===== src/rtl/core/pew_pkg.sv =====
`timescale 1ns / 1ps
// ----------------------------------------------------------------------------
// pew_pkg
// Shared widths, register indexes, reset values and the particle state type
// for the particle Euler step with reflecting walls.
// ----------------------------------------------------------------------------
package pew_pkg;

    localparam int FRAC_BITS = 16;
    localparam int DT_SHIFT  = 24;

    localparam int DT_W   = 18;
    localparam int GRAV_W = 21;
    localparam int POS_W  = 23;
    localparam int VEL_W  = 24;
    localparam int CFG_W  = 23;
    localparam int IDX_W  = 2;

    // square root datapath
    localparam int SQ_W   = 2 * VEL_W;
    localparam int ACC_W  = SQ_W + 1;
    localparam int ROOT_W = VEL_W;
    localparam int ITERS  = SQ_W / 2;

    localparam logic [IDX_W-1:0] REG_TIME_STEP    = 2'd0;
    localparam logic [IDX_W-1:0] REG_GRAVITY_PULL = 2'd1;
    localparam logic [IDX_W-1:0] REG_BOX_SIZE     = 2'd2;

    localparam logic [DT_W-1:0]   TIME_STEP_RST    = 18'd67109;
    localparam logic [GRAV_W-1:0] GRAVITY_PULL_RST = 21'd0;
    localparam logic [POS_W-1:0]  BOX_SIZE_RST     = POS_W'(100 << FRAC_BITS);

    typedef struct packed {
        logic [POS_W-1:0]        new_x;
        logic [POS_W-1:0]        new_y;
        logic signed [VEL_W-1:0] new_vx;
        logic signed [VEL_W-1:0] new_vy;
    } state_t;

    typedef struct packed {
        logic [POS_W-1:0]        pos;
        logic signed [VEL_W-1:0] vel;
    } axis_t;

endpackage


===== src/rtl/core/pew_isqrt.sv =====
`timescale 1ns / 1ps
// ----------------------------------------------------------------------------
// pew_isqrt
// Pipelined integer square root, one result bit per stage, rounded to
// nearest in a final output stage. The particle state rides alongside.
// ----------------------------------------------------------------------------
module pew_isqrt (
    input  logic                      aclk,
    input  logic                      aresetn,
    input  logic                      in_valid,
    output logic                      in_ready,
    input  logic [pew_pkg::SQ_W-1:0]  in_sq,
    input  pew_pkg::state_t           in_side,
    output logic                      out_valid,
    input  logic                      out_ready,
    output logic [pew_pkg::ROOT_W-1:0] out_root,
    output pew_pkg::state_t           out_side
);
    import pew_pkg::*;

    localparam int N = ITERS;

    logic [N:0]         vld_reg;
    logic [N+1:0]       rdy;
    logic [N-1:0]       vld_src;
    logic [ACC_W-1:0]   rem_reg  [N];
    logic [ACC_W-1:0]   root_reg [N];
    state_t             side_reg [N+1];
    logic [ACC_W-1:0]   rem_src  [N];
    logic [ACC_W-1:0]   root_src [N];
    state_t             side_src [N];
    logic [ROOT_W-1:0]  root_out_reg;
    logic [ACC_W-1:0]   root_next;

    assign rdy[N+1] = out_ready;
    assign in_ready = rdy[0];

    genvar k;
    generate
        for (k = 0; k <= N; k++) begin : g_rdy
            assign rdy[k] = !vld_reg[k] || rdy[k+1];
        end

        for (k = 0; k < N; k++) begin : g_stage
            localparam logic [ACC_W-1:0] BIT = ACC_W'(1) << (2 * (N - 1 - k));
            logic [ACC_W-1:0] trial;
            logic             ge;

            if (k == 0) begin : g_first
                assign rem_src[k]  = {1'b0, in_sq};
                assign root_src[k] = '0;
                assign side_src[k] = in_side;
                assign vld_src[k]  = in_valid;
            end else begin : g_rest
                assign rem_src[k]  = rem_reg[k-1];
                assign root_src[k] = root_reg[k-1];
                assign side_src[k] = side_reg[k-1];
                assign vld_src[k]  = vld_reg[k-1];
            end

            assign trial = root_src[k] + BIT;
            assign ge    = rem_src[k] >= trial;

            always_ff @(posedge aclk) begin
                if (rdy[k]) begin
                    rem_reg[k]  <= ge ? rem_src[k] - trial : rem_src[k];
                    root_reg[k] <= ge ? (root_src[k] >> 1) + BIT : root_src[k] >> 1;
                    side_reg[k] <= side_src[k];
                end
            end

            always_ff @(posedge aclk) begin
                if (!aresetn) begin
                    vld_reg[k] <= 1'b0;
                end else if (rdy[k]) begin
                    vld_reg[k] <= vld_src[k];
                end
            end
        end
    endgenerate

    // round to nearest
    assign root_next = root_reg[N-1] + ACC_W'(rem_reg[N-1] > root_reg[N-1]);

    always_ff @(posedge aclk) begin
        if (rdy[N]) begin
            root_out_reg <= root_next[ROOT_W-1:0];
            side_reg[N]  <= side_reg[N-1];
        end
    end

    always_ff @(posedge aclk) begin
        if (!aresetn) begin
            vld_reg[N] <= 1'b0;
        end else if (rdy[N]) begin
            vld_reg[N] <= vld_reg[N-1];
        end
    end

    assign out_valid = vld_reg[N];
    assign out_root  = root_out_reg;
    assign out_side  = side_reg[N];

endmodule


===== config.mk =====
export PLATFORM = sky130hd
export DESIGN_NAME = pew_isqrt
export DESIGN_NICKNAME = d
export VERILOG_FILES = /design/src/rtl/core/pew_pkg.sv /design/src/rtl/core/pew_isqrt.sv
export SDC_FILE = /design/constraint.sdc
export NUM_CORES = 2
export LEC_CHECK = 0
export BUFFER_PORTS_ARGS = -buffer_cell sky130_fd_sc_hd__buf_4
export CAP_MARGIN = 20
export CORE_MARGIN = 10
export CORE_UTILIZATION = 40
export CTS_CLUSTER_DIAMETER = 30
export DETAILED_ROUTE_END_ITERATION = 12
export SETUP_SLACK_MARGIN = 0.15
export SKIP_CTS_REPAIR_TIMING = 1
export SLEW_MARGIN = 20
export SYNTH_ARGS = -nofsm -noshare
export SYNTH_HDL_FRONTEND = slang
export SYNTH_MEMORY_MAX_BITS = 65536
export SYNTH_SLANG_ARGS = --single-unit

===== constraint.sdc =====
create_clock -name aclk -period 27.2 [get_ports aclk]
set_input_delay 1.36 -clock aclk [delete_from_list [all_inputs] [get_ports aclk]]
set_output_delay 1.36 -clock aclk [all_outputs]
set_load 0.01 [all_outputs]

Word level (Yosys, flattened, before mapping)
Memory sizes are Yosys's and may differ from the RTL's.
Index checks and enable logic that the tools add are counted.
- register bits after elaboration: 49
- bits in latches: 0
- memory bits (writable): 4702
- memory bits (read-only): 0
- input bits: 146
- output and inout bits: 120
- word-level logic and storage cells: 273
- memories: 3
- memories (name ; words ; bits a word ; read ports ; clocked after memory_dff ; write ports ; line ; RTL):
    side_reg ; 25 ; 94 ; 25 ; 0 ; 25 ; pew_isqrt.sv:28 ; state_t side_reg [N+1];
    rem_reg ; 24 ; 49 ; 24 ; 0 ; 24 ; pew_isqrt.sv:26 ; logic [ACC_W-1:0] rem_reg [N];
    root_reg ; 24 ; 49 ; 24 ; 0 ; 24 ; pew_isqrt.sv:27 ; logic [ACC_W-1:0] root_reg [N];
- add/subtract/negate cells: 71
- multipliers: 0
- divide/modulo/power cells: 0
- $lt $le $gt $ge: 25
- eq/ne operators: 0
- shift operators: 0
- muxes and demuxes: 98
- bitwise operators: 0
- reductions and logical operators: 50
- operator list (cell ; number):
    $mux 49 ; 47
    $ge 49x49->1 ; 23
    $sub 49x49->49 ; 23
    $mux 1 ; 50
    $add 48x1->49 const B ; 1
    $add 48x11->49 const B ; 1
    $add 48x13->49 const B ; 1
    $add 48x15->49 const B ; 1
    $add 48x17->49 const B ; 1
    $add 48x19->49 const B ; 1
    $add 48x21->49 const B ; 1
    $add 48x23->49 const B ; 1
    $add 48x25->49 const B ; 1
    $add 48x27->49 const B ; 1
    $add 48x29->49 const B ; 1
    $add 48x3->49 const B ; 1
    $add 48x31->49 const B ; 1
    $add 48x33->49 const B ; 1
    $add 48x35->49 const B ; 1
    $add 48x37->49 const B ; 1
    $add 48x39->49 const B ; 1
    $add 48x41->49 const B ; 1
    $add 48x43->49 const B ; 1
    $add 48x45->49 const B ; 1
    33 further kinds ; 81

Longest topological paths before layout
- word-level depth: 28
- depth in mapped cells: 19

Least setup slack after synthesis
OpenSTA, ideal clock, no wires.
- path type: input to output
- from: input port out_ready
- to: output port in_ready
- arrival time: 13.303 ns
- data required time: 25.840 ns
- slack: 12.537 ns
- stages on the path: 11
- cells stage by stage: nor2b_1 -> and2_1 -> inv_1 -> nor2_1 -> and2_1 -> inv_1 -> nor3_1 -> and3_1 -> clkbuf_1 -> and4_1 -> nand3_1
- longest elaborated chain between the ends: 25
- ends and longest elaborated chain (what ; line ; RTL):
    from (decl) ; pew_isqrt.sv:15 ; input logic out_ready,
    $logic_or 1x1->1 (2 in series) ; pew_isqrt.sv:41 ; assign rdy[k] = !vld_reg[k] || rdy[k+1];
    named net rdy[23] ; pew_isqrt.sv:24 ; logic [N+1:0] rdy;
    $logic_or 1x1->1 (4 in series) ; pew_isqrt.sv:41 ;
    named net rdy[19] ; pew_isqrt.sv:24 ;
    $logic_or 1x1->1 (19 in series) ; pew_isqrt.sv:41 ;
    to (decl) ; pew_isqrt.sv:11 ; output logic in_ready,
The timed path passes the listed nets, and every way through them passes these cells.

Final worst setup path
Ends and elaborated chain as after synthesis.

==> results.md <==
- Hold_sp: side_reg[0][1161]
- Antenna-violating nets left: 0
- CTS Sinks: 3875
- DP Area: 152000 µm²
- Die Ht: 620 µm
- Final Hold Viols: 0
- Area share of the largest cell type after synthesis: 0.802
- CP Max Fanout: 49
- Area grow syn2layout: 20.4%
- DIE AREA: 385000 µm²
- Post-Syn Area per Cell: 17.5 µm²
- Critical Path End Type: primary output
- CP startpoint: out_ready
- Max reg flops: 2350
- Root Driver: clkbuf_16
- R2R cell count: 11
- Antenna violations before repair: 4
- Core area: 359000 µm²
- Final min period: 7090 ps
- DRT Pass-1 Iters: 6
- Largest stage delay, worst path: 880 ps
- DR vias: 67.8k
- Post-route cell area: 174000 µm²
- First-pass GRT wire length: 396000 µm
- Via-to-Cell Ratio: 4.75
- Final std cells w/o fill: 14.3k
- Worst Max-Slew Pin Slew: 1100 ps
- VDD IR-drop max: 0.0798 mV
- DRT iter0 DRCs: 3740
- Part of the Yosys area used for sequential elements: 0.805
- Period Utilization, post-route: 0.261
- CTS clk-pin slew, worst paths: 50 ps
- Synthesized area: 144000 µm²
- Largest net degree at the start of global routing: 96
- Post-synth top area cell: edfxtp_1
- Worst-skew pair later-pin latency: 990 ps
- Hold crit path type: reg -> reg
- Worst Skew: 37.4 ps
- Reg-to-Reg Start: out_valid
- Worst hold path cell count: 0
- Dpl hpwl: 179000 µm
- PwrDens: 101 nW/µm²
- CTS tree: yes
- F_max: 0.141 GHz
- Post-Syn Nets: 8716
- Global route overflow: 0
- Final #Nets: 9479
- Max_slew headroom: 0.264
- CP max stage cell: nor3_2
- Htree depth: 6
- Pins Over Slew Limit: 0
- Number of flops mapped to enable cells by yosys: 3850
- Width of the die: 620 µm
- # DRC: 0
- Routed WL per cell: 17.7 µm
- Share of layout cells above drive strength 1: 0.157
- TritonCTS Buffers: 628
- Synth async-reset ratio: 0
- Num rows: 220
- GPL Wtd Cong: 0.939
- Num ports: 266
- Total Routed Length: 253000 µm
- Setup violations, final: 0
- Number of global-route vias before repair: 70.8k
- GRT Util Overall: 0.128
- Setup CP Type: in -> out
- Initial core utilization: 0.402
- TNS Setup: 0 ps
- PortBufs: 265
- RSZ-0062 raised after global routing: false
- Arr. time, crit path: 5730 ps
- Critical-path cell list: buf_4 -> nor2b_1 -> and2_1 -> inv_6 -> nor2_1 -> and2_1 -> inv_6 -> nor3_2 -> and3_1 -> and4_1 -> nand3_4 -> buf_4
- Commonest cells after routing, fill and taps aside: edfxtp_1, clkbuf_16, inv_1
- Count of different cell masters after synthesis: 84
- Synthesized flop and latch total: 3875
- CP required: 25840 ps
- Max Cap Viol: 0
- Leakage: 66.9 nW
- Outcome: finished, final reports clean
- Post-synth top flop: edfxtp_1
- Longest Clk Path Bufs: 4
- Synth warn: 0
- Syn Inst Count: 8220
- Top post-synthesis cells by area: edfxtp_1, ha_1, xnor2_1, xor2_1, inv_1
- Startpoint types: input port
- Placed cells: 13.1k
- Commonest non-fill, non-tap cell in the layout: edfxtp_1
-- where the power goes --
part / internal (mW) / switching, mW
Sequential: 7.45 / 0.473
Combinational: 0.771 / 0.913
Clock: 5.19 / 2.77
Total: 13.4 / 4.16
-- layout make-up --
class,instances,area [µm²]
fill,29300,185000
multi-input combinational,3699,25500
antenna,5,12.5
sequential,3875,116000
inverter,459,1780
clock inverter,463,5630
tap,4773,5970
clock buffer,697,16200
timing repair buffer,320,2410
-- worst max-delay path, delay by kind of cell --
kind	cells	cell delay, ps
buf+inv	4	720
simple gates	8	3610
-- synthesized netlist by cell type (20+ instances only) --
cell         n
nor4_1     194
a211oi_1    20
edfxtp_1  3850
or2_2       26
nand2b_1    73
o211ai_1    22
nor3_1     152
nand3_1    111
nand3b_1    30
a21o_1     137
nor2b_1     68
clkbuf_1    75
o21a_1      94
dfxtp_1     25
o31ai_1     34
or4_1       41
nand4_1     86
inv_1      458
a21boi_0    30
nor4b_1     27
and3_1      34
nor2_1     371
a31oi_1     27
nand2_1    340
xor2_1     236
mux2_2      47
xnor2_1    307
buf_4       94
a21oi_1    323
o21ai_0    246
or3_1       52
ha_1       350
-- per-layer routing --
metal	vias to the layer above	global-route usage	share of wire
met2	1491	0.226	0.51
li1	33200	-	-
met4	0	0.0589	0.043
met5	-	0	0
met3	583	0.0247	0.042
met1	32600	0.152	0.41
-- through the flow --
stage | util | power (mW) | hold WS [ps] | setup WS, ps
after floorplan | - | 9.14 | 400 | 12540
after global placement | 0.423 | 9.63 | 400 | 19950
after detailed placement | 0.423 | 9.70 | 405 | 20000
after CTS | 0.484 | 17.7 | 389 | 19980
after global routing | 0.484 | 18.3 | 402 | 19810
final | 0.484 | 17.6 | 381 | 20110
-- final timing paths --
path                                          end  slack [ps]
worst max register to register   side_reg[0][167]       21380
worst min register to register  side_reg[0][1255]         380
worst max-delay path                     in_ready       20110
worst min-delay path            side_reg[0][1255]         380
-- cells by family after synthesis --
group | count (synthesis) | synth area share
simple gates | 1692 | 0.0613
mux | 60 | 0.00457
flops | 3875 | 0.805
xor+xnor | 543 | 0.0330
compound gates | 1054 | 0.0461
fa+ha+maj | 350 | 0.0304
buf+inv | 646 | 0.0193
Note: power is estimated with default switching activity, not from simulation.
